File: src/rtl/core/mur_pkg.sv
package mur_pkg;

  localparam int CHAN_W = 2;
  localparam int DIST_W = 15;
  localparam logic [DIST_W-1:0] DIST_MAX = '1;

  localparam int SETTLE_W = 8;
  localparam int TRIG_W = 8;
  localparam int GAP_W = 20;

  // floor(x / 29) as (x * DIV_MULT) >> DIV_SHIFT, exact for x < 2^20;
  // the extra factor 8 is folded into the shift.
  localparam int DIV_MULT_W = 24;
  localparam logic [DIV_MULT_W-1:0] DIV_MULT = 24'd9256396;
  localparam int DIV_SHIFT = 25;

  localparam int ADDR_W = 4;
  localparam int DATA_W = 32;
  localparam int REG_IDX_W = 2;
  localparam logic [REG_IDX_W-1:0] REG_SETTLE = 2'd0;
  localparam logic [REG_IDX_W-1:0] REG_TRIG = 2'd1;
  localparam logic [REG_IDX_W-1:0] REG_GAP = 2'd2;

  localparam logic [SETTLE_W-1:0] SETTLE_RST = 8'd1;
  localparam logic [TRIG_W-1:0] TRIG_RST = 8'd10;
  localparam logic [GAP_W-1:0] GAP_RST = 20'd60000;

  typedef struct packed {
    logic [SETTLE_W-1:0] settle_time;
    logic [TRIG_W-1:0] trigger_width;
    logic [GAP_W-1:0] gap_time;
  } cfg_t;

endpackage

File: src/rtl/core/mur_tick_if.sv
interface mur_tick_if;
  logic valid;
  logic ready;
  logic echo_level;

  modport source (output valid, output echo_level, input ready);
  modport sink (input valid, input echo_level, output ready);
endinterface

File: src/rtl/core/mur_result_if.sv
interface mur_result_if;
  logic valid;
  logic ready;
  logic trigger;
  logic [mur_pkg::CHAN_W-1:0] channel_select;
  logic distance_valid;
  logic [mur_pkg::CHAN_W-1:0] distance_channel;
  logic [mur_pkg::DIST_W-1:0] distance;

  modport source (output valid, output trigger, output channel_select,
                  output distance_valid, output distance_channel,
                  output distance, input ready);
  modport sink (input valid, input trigger, input channel_select,
                input distance_valid, input distance_channel,
                input distance, output ready);
endinterface

File: src/rtl/core/mur_dist.sv
module mur_dist #(
  parameter int ECHO_COUNT_BITS = 16
) (
  input  logic [ECHO_COUNT_BITS-1:0]   echo_count,
  output logic [mur_pkg::DIST_W-1:0]   distance
);

  localparam int PROD_W = ECHO_COUNT_BITS + mur_pkg::DIV_MULT_W;
  localparam int QUO_W = PROD_W - mur_pkg::DIV_SHIFT;

  logic [PROD_W-1:0] prod;
  logic [QUO_W-1:0] quo;
  logic [31:0] quo_ext;

  assign prod = PROD_W'(echo_count) * PROD_W'(mur_pkg::DIV_MULT);
  assign quo = prod[PROD_W-1:mur_pkg::DIV_SHIFT];
  assign quo_ext = 32'(quo);
  assign distance = (quo_ext > 32'(mur_pkg::DIST_MAX)) ? mur_pkg::DIST_MAX
                                                       : quo_ext[mur_pkg::DIST_W-1:0];

endmodule

File: src/rtl/core/multiplexed_ultrasonic_ranger.sv
// Multiplexed ultrasonic ranger.
// Each request on the tick channel is one microsecond tick carrying the
// sampled echo level. For every tick the block returns one request on the
// result channel: trigger level and mux select in force during that tick,
// and, on a falling echo edge, the distance (cm, 4 fraction bits) of the
// selected sensor. Sensors are visited round-robin: settle, trigger, gap.
// Timing registers (settle_time, trigger_width, gap_time) sit on the APB
// port at byte addresses 0, 4, 8; write them only while idle.
// A tick's result is registered, shown after the accepting edge; one tick
// per cycle unless the receiver stalls, set by the single result register.
// The tick channel stays ready while the result register is empty or being
// taken; when the receiver stalls, the result holds and ticks back up.
// Reset (synchronous, rst high) returns to the settle phase of channel 0,
// clears the echo counter and edge history, and restores register defaults.
module multiplexed_ultrasonic_ranger #(
  parameter int NUM_CHANNELS = 4,
  parameter int ECHO_COUNT_BITS = 16
) (
  input  logic                         clk,
  input  logic                         rst,
  mur_tick_if.sink                     tick,
  mur_result_if.source                 result,
  input  logic                         psel,
  input  logic                         penable,
  input  logic                         pwrite,
  input  logic [mur_pkg::ADDR_W-1:0]   paddr,
  input  logic [mur_pkg::DATA_W-1:0]   pwdata,
  output logic [mur_pkg::DATA_W-1:0]   prdata,
  output logic                         pready
);

  localparam int PH_W = 2;
  localparam logic [PH_W-1:0] PH_SETTLE = 2'd0;
  localparam logic [PH_W-1:0] PH_TRIGGER = 2'd1;
  localparam logic [PH_W-1:0] PH_GAP = 2'd2;
  localparam int CW = mur_pkg::CHAN_W;
  localparam int GW = mur_pkg::GAP_W;

  mur_pkg::cfg_t cfg;

  logic [PH_W-1:0] phase, phase_next;
  logic [GW-1:0] phase_counter, phase_counter_next;
  logic [CW-1:0] current_channel, current_channel_next;
  logic [ECHO_COUNT_BITS-1:0] echo_time, echo_time_next;
  logic echo_previous;

  logic out_valid;
  logic out_trigger;
  logic [CW-1:0] out_channel_select;
  logic out_distance_valid;
  logic [CW-1:0] out_distance_channel;
  logic [mur_pkg::DIST_W-1:0] out_distance;

  logic accept;
  logic cfg_wr;
  logic [mur_pkg::REG_IDX_W-1:0] reg_idx;
  logic [PH_W-1:0] ph_eff;
  logic [GW-1:0] cnt_eff, cnt_inc, len;
  logic rising, falling;
  logic [mur_pkg::DIST_W-1:0] dist_calc;

  // APB
  assign pready = 1'b1;
  assign reg_idx = paddr[mur_pkg::ADDR_W-1:2];
  assign cfg_wr = psel && penable && pwrite && pready;

  always_comb begin
    unique case (reg_idx)
      mur_pkg::REG_SETTLE: prdata = mur_pkg::DATA_W'(cfg.settle_time);
      mur_pkg::REG_TRIG:   prdata = mur_pkg::DATA_W'(cfg.trigger_width);
      mur_pkg::REG_GAP:    prdata = mur_pkg::DATA_W'(cfg.gap_time);
      default:             prdata = '0;
    endcase
  end

  always_ff @(posedge clk) begin
    if (rst) begin
      cfg.settle_time <= mur_pkg::SETTLE_RST;
      cfg.trigger_width <= mur_pkg::TRIG_RST;
      cfg.gap_time <= mur_pkg::GAP_RST;
    end else if (cfg_wr) begin
      unique case (reg_idx)
        mur_pkg::REG_SETTLE: cfg.settle_time <= pwdata[mur_pkg::SETTLE_W-1:0];
        mur_pkg::REG_TRIG:   cfg.trigger_width <= pwdata[mur_pkg::TRIG_W-1:0];
        mur_pkg::REG_GAP:    cfg.gap_time <= pwdata[GW-1:0];
        default: ;
      endcase
    end
  end

  // handshake
  assign tick.ready = !out_valid || result.ready;
  assign accept = tick.valid && tick.ready;

  // sequencer
  always_comb begin
    ph_eff = (phase == PH_TRIGGER || phase == PH_GAP) ? phase : PH_SETTLE;
    cnt_eff = phase_counter;
    if (ph_eff == PH_SETTLE && cfg.settle_time == '0) begin
      ph_eff = PH_TRIGGER;
      cnt_eff = '0;
    end

    unique case (ph_eff)
      PH_TRIGGER: len = GW'(cfg.trigger_width);
      PH_GAP:     len = cfg.gap_time;
      default:    len = GW'(cfg.settle_time);
    endcase
    if (len == '0) begin
      len = GW'(1);
    end

    cnt_inc = cnt_eff + GW'(1);
    phase_next = ph_eff;
    phase_counter_next = cnt_inc;
    current_channel_next = current_channel;
    if (cnt_inc >= len || cnt_inc == '0) begin
      phase_counter_next = '0;
      unique case (ph_eff)
        PH_SETTLE:  phase_next = PH_TRIGGER;
        PH_TRIGGER: phase_next = PH_GAP;
        default: begin
          phase_next = PH_SETTLE;
          if ((3'(current_channel) + 3'd1) >= 3'(NUM_CHANNELS)) begin
            current_channel_next = '0;
          end else begin
            current_channel_next = current_channel + CW'(1);
          end
        end
      endcase
    end
  end

  // echo timing
  assign rising = tick.echo_level && !echo_previous;
  assign falling = !tick.echo_level && echo_previous;

  always_comb begin
    if (rising) begin
      echo_time_next = '0;
    end else if (&echo_time) begin
      echo_time_next = echo_time;
    end else begin
      echo_time_next = echo_time + ECHO_COUNT_BITS'(1);
    end
  end

  mur_dist #(
    .ECHO_COUNT_BITS(ECHO_COUNT_BITS)
  ) u_dist (
    .echo_count(echo_time_next),
    .distance(dist_calc)
  );

  always_ff @(posedge clk) begin
    if (rst) begin
      phase <= PH_SETTLE;
      phase_counter <= '0;
      current_channel <= '0;
      echo_time <= '0;
      echo_previous <= 1'b0;
      out_valid <= 1'b0;
    end else if (accept) begin
      phase <= phase_next;
      phase_counter <= phase_counter_next;
      current_channel <= current_channel_next;
      echo_time <= echo_time_next;
      echo_previous <= tick.echo_level;
      out_valid <= 1'b1;
    end else if (result.ready) begin
      out_valid <= 1'b0;
    end
  end

  always_ff @(posedge clk) begin
    if (accept) begin
      out_trigger <= (ph_eff == PH_TRIGGER);
      out_channel_select <= current_channel;
      out_distance_valid <= falling;
      out_distance_channel <= falling ? current_channel : '0;
      out_distance <= falling ? dist_calc : '0;
    end
  end

  assign result.valid = out_valid;
  assign result.trigger = out_trigger;
  assign result.channel_select = out_channel_select;
  assign result.distance_valid = out_distance_valid;
  assign result.distance_channel = out_distance_channel;
  assign result.distance = out_distance;

endmodule
File: src/flat_wrapper.sv
// flat-port wrapper written by rule: the top's interface ports become plain ports
module multiplexed_ultrasonic_ranger_flat 
#(
  parameter int NUM_CHANNELS = 4,
  parameter int ECHO_COUNT_BITS = 16
)
  (clk, rst, psel, penable, pwrite, paddr, pwdata, prdata, pready, tick_valid, tick_echo_level, tick_ready, result_valid, result_trigger, result_channel_select, result_distance_valid, result_distance_channel, result_distance, result_ready);
  mur_tick_if tick_i ();
  mur_result_if result_i ();
  input  logic clk;
  input  logic rst;
  input  logic psel;
  input  logic penable;
  input  logic pwrite;
  input  logic [mur_pkg::ADDR_W-1:0] paddr;
  input  logic [mur_pkg::DATA_W-1:0] pwdata;
  output logic [mur_pkg::DATA_W-1:0] prdata;
  output logic pready;
  input wire logic [$bits(tick_i.valid)-1:0] tick_valid;
  input wire logic [$bits(tick_i.echo_level)-1:0] tick_echo_level;
  output wire logic [$bits(tick_i.ready)-1:0] tick_ready;
  output wire logic [$bits(result_i.valid)-1:0] result_valid;
  output wire logic [$bits(result_i.trigger)-1:0] result_trigger;
  output wire logic [$bits(result_i.channel_select)-1:0] result_channel_select;
  output wire logic [$bits(result_i.distance_valid)-1:0] result_distance_valid;
  output wire logic [$bits(result_i.distance_channel)-1:0] result_distance_channel;
  output wire logic [$bits(result_i.distance)-1:0] result_distance;
  input wire logic [$bits(result_i.ready)-1:0] result_ready;
  assign tick_i.valid = tick_valid;
  assign tick_i.echo_level = tick_echo_level;
  assign tick_ready = tick_i.ready;
  assign result_valid = result_i.valid;
  assign result_trigger = result_i.trigger;
  assign result_channel_select = result_i.channel_select;
  assign result_distance_valid = result_i.distance_valid;
  assign result_distance_channel = result_i.distance_channel;
  assign result_distance = result_i.distance;
  assign result_i.ready = result_ready;
  multiplexed_ultrasonic_ranger #(.NUM_CHANNELS(NUM_CHANNELS), .ECHO_COUNT_BITS(ECHO_COUNT_BITS)) u_core (.clk(clk), .rst(rst), .tick(tick_i), .result(result_i), .psel(psel), .penable(penable), .pwrite(pwrite), .paddr(paddr), .pwdata(pwdata), .prdata(prdata), .pready(pready));
endmodule
File: config.mk
export PLATFORM = sky130hd
export DESIGN_NAME = multiplexed_ultrasonic_ranger_flat
export DESIGN_NICKNAME = d
export VERILOG_FILES = /design/src/rtl/core/mur_pkg.sv /design/src/rtl/core/mur_tick_if.sv /design/src/rtl/core/mur_result_if.sv /design/src/rtl/core/mur_dist.sv /design/src/rtl/core/multiplexed_ultrasonic_ranger.sv /design/src/flat_wrapper.sv
export SDC_FILE = /design/constraint.sdc
export NUM_CORES = 1
export LEC_CHECK = 0
export BUFFER_PORTS_ARGS = -buffer_cell sky130_fd_sc_hd__buf_2
export CORE_UTILIZATION = 40
export DETAILED_ROUTE_END_ITERATION = 16
export SETUP_SLACK_MARGIN = 0.5
export SYNTH_ARGS = -nofsm -noshare
export SYNTH_HDL_FRONTEND = slang
export SYNTH_SLANG_ARGS = --single-unit
File: constraint.sdc
create_clock -name clk -period 9.12 [get_ports clk]
set_input_delay 2.736 -clock clk [delete_from_list [all_inputs] [get_ports clk]]
set_output_delay 2.736 -clock clk [all_outputs]
set_load 0.01 [all_outputs]
; ---- Word-level counts from Yosys, hierarchy flattened
; Index checks and enable logic that the tools add are counted.
[op_classes]
add_sub_neg = 4
multipliers = 1
order_cmp = 3
n_eq_ne = 6
n_mux = 15
bitwise_logic = 1
n_reduce_logical = 25
[ops]
columns = cell, n
row1 = $mux 20, 3
row2 = $pmux 20 s3, 1
row3 = $logic_not 20->1, 2
row4 = $pmux 20 s2, 1
row5 = $mul 16x22->38 const B, 1
row6 = $mux 16, 2
row7 = $add 20x1->20 const B, 1
row8 = $ge 20x20->1, 1
row9 = $add 16x1->16 const B, 1
row10 = $reduce_and 16->1, 1
row11 = $gt 15x15->1 const B, 1
row12 = $mux 15, 1
row13 = $logic_not 8->1, 1
row14 = $mux 2, 4
row15 = $eq 2x1->1 const B, 3
row16 = $eq 2x2->1 const B, 3
row17 = $logic_and 1x1->1, 6
row18 = $logic_not 2->1, 3
row19 = $reduce_and 2->1, 3
row20 = $pmux 2 s2, 1
row21 = $add 2x1->3 const B, 1
row22 = $ge 3x3->1 const B, 1
row23 = $logic_not 1->1, 3
row24 = $logic_or 1x1->1, 3
row25 = 6 further kinds, 7
[totals]
reg_bits = 99
inputBits = 44
output_inout_bits = 56
wordCells = 69

; ---- Depth between registers and ports, before layout
[depth]
word_depth = 13
depth_mapped = 29
ltp_nobuf = 28

; ---- By module
; From an unflattened synthesis, not the netlist that was laid out.
[unflattened]
cells_unflattened = 1402
hier_area_um2 = 12180.4
[by_module_without_submodules]
columns = module, instances, cells_per_inst, area_each_um2, seq_area_each_um2
row1 = mur_dist, 1, 678, 6207.2, 0.0
row2 = multiplexed_ultrasonic_ranger, 1, 724, 5973.2, 2192.1

; ---- Least setup slack after synthesis
; OpenSTA, ideal clock, no wires.
[synth_path]
kind = input port to flip-flop
startpoint = input tick_echo_level
endpoint = register u_core.out_distance (netlist bit u_core.result.distance[14]) (data pin)
setup_ns = 0.260
t_arrival_ns = 8.858
t_required_ns = 8.860
setup_slack_ns = 0.001
cell_stages = 25
path_buffers = 2
cell_sequence = nor2b_1 clkbuf_1 buf_1 nor2_1 inv_1 fa_1 inv_1 fa_1 inv_1 fa_1 inv_1 ha_1 inv_1 fa_1 inv_1 fa_1 ha_1 and3_1 a221oi_1 nand2_1 o31a_1 or3_1 a311oi_2 o21bai_1 mux2i_1
[synth_between]
elab_chain_cells = 5
elab_cells_between_ends = 7
classes_between = mul (1) / order compare (1) / mux (2) / reduce/logical (3)
[synth_lines]
columns = element, line_no
row1 = from (decl), flat_wrapper.sv:20  ; input wire logic [$bits(tick_i.echo_level)-1:0] tick_echo_level;
row2 = $logic_and 1x1->1 (*), multiplexed_ultrasonic_ranger.sv:135  ; assign rising = tick.echo_level && !echo_previous;
row3 = $mux 16 (*), multiplexed_ultrasonic_ranger.sv:139  ; if (rising) begin
row4 = named net u_core.echo_time_next[4], multiplexed_ultrasonic_ranger.sv:44  ; logic [ECHO_COUNT_BITS-1:0] echo_time, echo_time_next;
row5 = $mul 16x22->38 (*), mur_dist.sv:15  ; assign prod = PROD_W'(echo_count) * PROD_W'(mur_pkg::DIV_MULT);
row6 = $gt 15x15->1, mur_dist.sv:18  ; assign distance = (quo_ext > 32'(mur_pkg::DIST_MAX)) ? mur_pkg::DIST_MAX
row7 = $mux 15 (*), mur_dist.sv:18
row8 = to (signal assigned), multiplexed_ultrasonic_ranger.sv:181  ; out_distance <= falling ? dist_calc : '0;
row9 = to (decl), multiplexed_ultrasonic_ranger.sv:52  ; logic [mur_pkg::DIST_W-1:0] out_distance;
; Mark *: on every way through the listed nets, which the timed path passes. The rest lies on a longest branch.
; A chain may end at the register's enable or synchronous reset.

; ---- Final worst setup path
; Same ends and word-level chain as after synthesis.

==> results.json <==
{
  "status": "completed",
  "grt_max_degree": 74,
  "first_pass_iters": 5,
  "floorplan.io_pins": 100,
  "core_area_um2": 28860,
  "syn_inst": 1334,
  "hold_path.class": "flip-flop to flip-flop",
  "synth-edff-count": 21,
  "critPathKind": "input port to flip-flop",
  "internal-power_mw": 0.7595,
  "setup_viol_count_final": 0,
  "synth-main-ff-cell": "dfxtp_1",
  "drt-initial-drc-count": 502,
  "p_sw_frac": 0.3277,
  "seq_power_share": 0.415,
  "fp.dieArea_um2": 30240,
  "via_count": 9490,
  "synth.distinct_cells": 70,
  "synth-simple-area-share": 0.1675,
  "clock_power_share": 0.327,
  "clk_latency_ps": 360,
  "switching_power_mw": 0.3702,
  "critPathMaxStageDelay_ps": 590,
  "ys_seq_elements": 99,
  "timing.final.ws_setup_ps": 576.7,
  "arrival_ps": 8640,
  "leakage_nw": 6.766,
  "cts_max_level": 3,
  "clock-sinks": 99,
  "clk_pin_slew_worst_paths_ps": 70,
  "synth_top_family_by_area": "adder cells",
  "detailed_place_hpwl_um": 23040,
  "cts-root-buf": "clkbuf_16",
  "final_max_slew_viol_count": 0,
  "drc": 0,
  "grt_pass1_vias": 8976,
  "cts_tree": "built",
  "synth_compound_area_frac": 0.1091,
  "placed_area_um2": 13170,
  "cp_max_fo": 7,
  "relSlewSlack": 0.3883,
  "grt_setup_unrepaired": "yes",
  "ir_worst_vdd_mv": 0.1320,
  "drv_cap": 0,
  "finalHoldViolCount": 0,
  "cp-start-kind": "input port",
  "fin_crit_sh": 0.9368,
  "diodes": 0,
  "p_per_area_nw_per_um2": 82.38,
  "port_buffers": 72,
  "clock.fmax_mhz": 117.1,
  "p_total_mw": 1.130,
  "wl_um": 28850,
  "syn_area_per_cell_um2": 8.860,
  "drive_above_1_share": 0.1758,
  "wire_per_inst_um": 15.63,
  "cts_buffer_depth": 2,
  "finalSetupTns_ps": 0,
  "crit_top_cell": "fa_1",
  "grt_pass1_wl_um": 46450,
  "ant_nets": 0,
  "yosysSeqAreaShare": 0.1855,
  "fin_crit_ps": 8543,
  "fin_skew_ps": 10.02,
  "die_width_um": 173.9,
  "worst_slew_pin_slew_ps": 914.8,
  "numCtsBuffers": 9,
  "routabilityCongestion": 0.9668,
  "via_per_inst": 5.141,
  "p_comb_frac": 0.258,
  "fin_area_um2": 13710,
  "final_nets": 1797,
  "track_usage": 0.1913,
  "pre_cts_ws_ps": -165.6,
  "rows": 62,
  "grt.overflow.total": 0,
  "synthArstFlopShare": 0,
  "required_ps": 9220,
  "synth-adder-area-share": 0.3909,
  "die_h_um": 173.9,
  "syn_to_final_growth_pct": 16.03,
  "cts_hold_buf": 0,
  "synth.area.mux_share": 0.02414,
  "synth_xor_area_frac": 0.02742,
  "cp-end-kind": "flip-flop",
  "slowest_stage": "fa_1",
  "yosysWarnings": 0,
  "start_util": 0.4096,
  "syn-cell-area_um2": 11820,
  "grt_antenna_before_repair": 0
}
==> stage by stage <==
| stage | instances | util | hold slack (ps) |
|---|---|---|---|
| 4_1_cts | 1840 | 0.4674 | 478.1 |
| 5_1_grt | 1846 | 0.4752 | 496.0 |
| 6_report | 1846 | 0.4752 | 478.0 |
| 2_1_floorplan | 1345 | - | 448.9 |
| 3_5_place_dp | 1823 | 0.4563 | 467.6 |
| 3_3_place_gp | 1823 | 0.4563 | 464.3 |
==> critical path: cells and delay by family <==
kind	cells	cell delay [ps]
AO/OA/AOI/OAI	4	990
adder cells (fa/ha/maj)	7	3110
buffers and inverters	10	840
multiplexers	1	130
AND/OR/NAND/NOR	4	800
==> cell usage after synthesis, types with 13 or more instances <==
| cell type | n | area share |
|---|---|---|
| a21o_1 | 21 | 0.013 |
| a21oi_1 | 87 | 0.037 |
| and2_1 | 20 | 0.011 |
| buf_4 | 13 | 0.0083 |
| clkbuf_1 | 33 | 0.010 |
| dfxtp_1 | 78 | 0.13 |
| edfxtp_1 | 21 | 0.053 |
| fa_1 | 122 | 0.21 |
| ha_1 | 174 | 0.18 |
| inv_1 | 223 | 0.071 |
| mux2i_1 | 27 | 0.023 |
| nand2_1 | 144 | 0.046 |
| nand3_1 | 29 | 0.012 |
| nand4_1 | 27 | 0.014 |
| nor2_1 | 75 | 0.024 |
| nor3_1 | 25 | 0.011 |
| o21ai_0 | 17 | 0.0072 |
| xnor2_1 | 20 | 0.015 |
| xor2_1 | 17 | 0.013 |
==> final cells by class <==
cell class              count  area [µm²]
well taps                 384       480.5
repair buffers            157        1054
multi-input cells         966        8877
clock buffers              11       232.7
inverters                 224       840.8
fillers                  2811       15140
flip-flops and latches     99        2192
clock inverters             5       36.28
==> power groups by stage <==
| stage | Sequential, mW | Combinational, mW | Clock, mW |
|---|---|---|---|
| after global placement | 0.479 | 0.273 | 0 |
| after detailed placement | 0.479 | 0.278 | 0 |
| final | 0.469 | 0.291 | 0.369 |
| after floorplan | 0.480 | 0.197 | 0 |
| after global routing | 0.472 | 0.327 | 0.396 |
| after CTS | 0.470 | 0.281 | 0.379 |
==> cells in the final DEF, fill, tap and decap left out, drive strengths merged, types with 7 or more instances in the layout <==
cell type / netlist / final
nor2: 76 / 76
nand2: 144 / 144
a21oi: 89 / 89
and2: 20 / 20
mux2i: 27 / 27
buf: 23 / 156
xnor2: 20 / 20
clkbuf: 33 / 12
nand3b: 8 / 8
nor2b: 7 / 7
dfxtp: 78 / 78
or2: 8 / 8
nand3: 31 / 31
fa: 122 / 122
ha: 174 / 174
xor2: 17 / 17
edfxtp: 21 / 21
o21ai: 19 / 19
and3: 8 / 8
inv: 223 / 227
a211oi: 11 / 11
nor3: 25 / 25
a22o: 8 / 8
conb: 2 / 13
o21a: 9 / 9
nand4: 29 / 29
nand2b: 9 / 9
a21o: 21 / 21
==> registers in the layout (all words and copies together), names as in the netlist <==
name / cells
u_core.cfg: 36
u_core.current_channel: 2
u_core.echo_previous: 1
u_core.echo_time: 16
u_core.phase: 2
u_core.phase_counter: 20
u_core.result.channel_select: 2
u_core.result.distance: 15
u_core.result.distance_channel: 2
u_core.result.distance_valid: 1
u_core.result.trigger: 1
u_core.result.valid: 1
==> final timing paths <==
kind	startpoint	to	slack (ps)	cells past startpoint
hold reg to reg	u_core.cfg[4]	u_core.cfg[4]	480	2
setup reg to reg	u_core.echo_time[0]	u_core.result.distance[14]	1170	26
hold / removal	u_core.cfg[4]	u_core.cfg[4]	480	2
setup / recovery	tick_echo_level	u_core.result.distance[14]	580	26
==> per-layer routing <==
| layer | vias to the layer above | routed length, µm | GRT usage |
|---|---|---|---|
| li1 | 4671 | - | - |
| met1 | 4600 | 14190 | 0.2881 |
| met2 | 202 | 13030 | 0.2968 |
| met3 | 17 | 1346 | 0.01925 |
| met4 | 0 | 284 | 0.03618 |
| met5 | - | 0 | 0 |
==> cells by family (layout without fill, tap and decap cells) <==
logic type               count (synthesis)  after routing
AO/OA/AOI/OAI                          197            197
XOR/XNOR                                37             37
adder cells (fa/ha/maj)                296            296
buffers and inverters                  280            397
flip-flops                              99             99
multiplexers                            28             28
other                                    2             13
AND/OR/NAND/NOR                        395            395
==> timing repair <==
item / CTS / global route
gates resized for setup: 9 / 41
pin swaps: 3 / 23
buffers inserted: 1 / 5
endpoints found under the setup margin: 12 / 13
gates cloned: 0 / 1
Note: power is estimated with default switching activity, not from simulation.
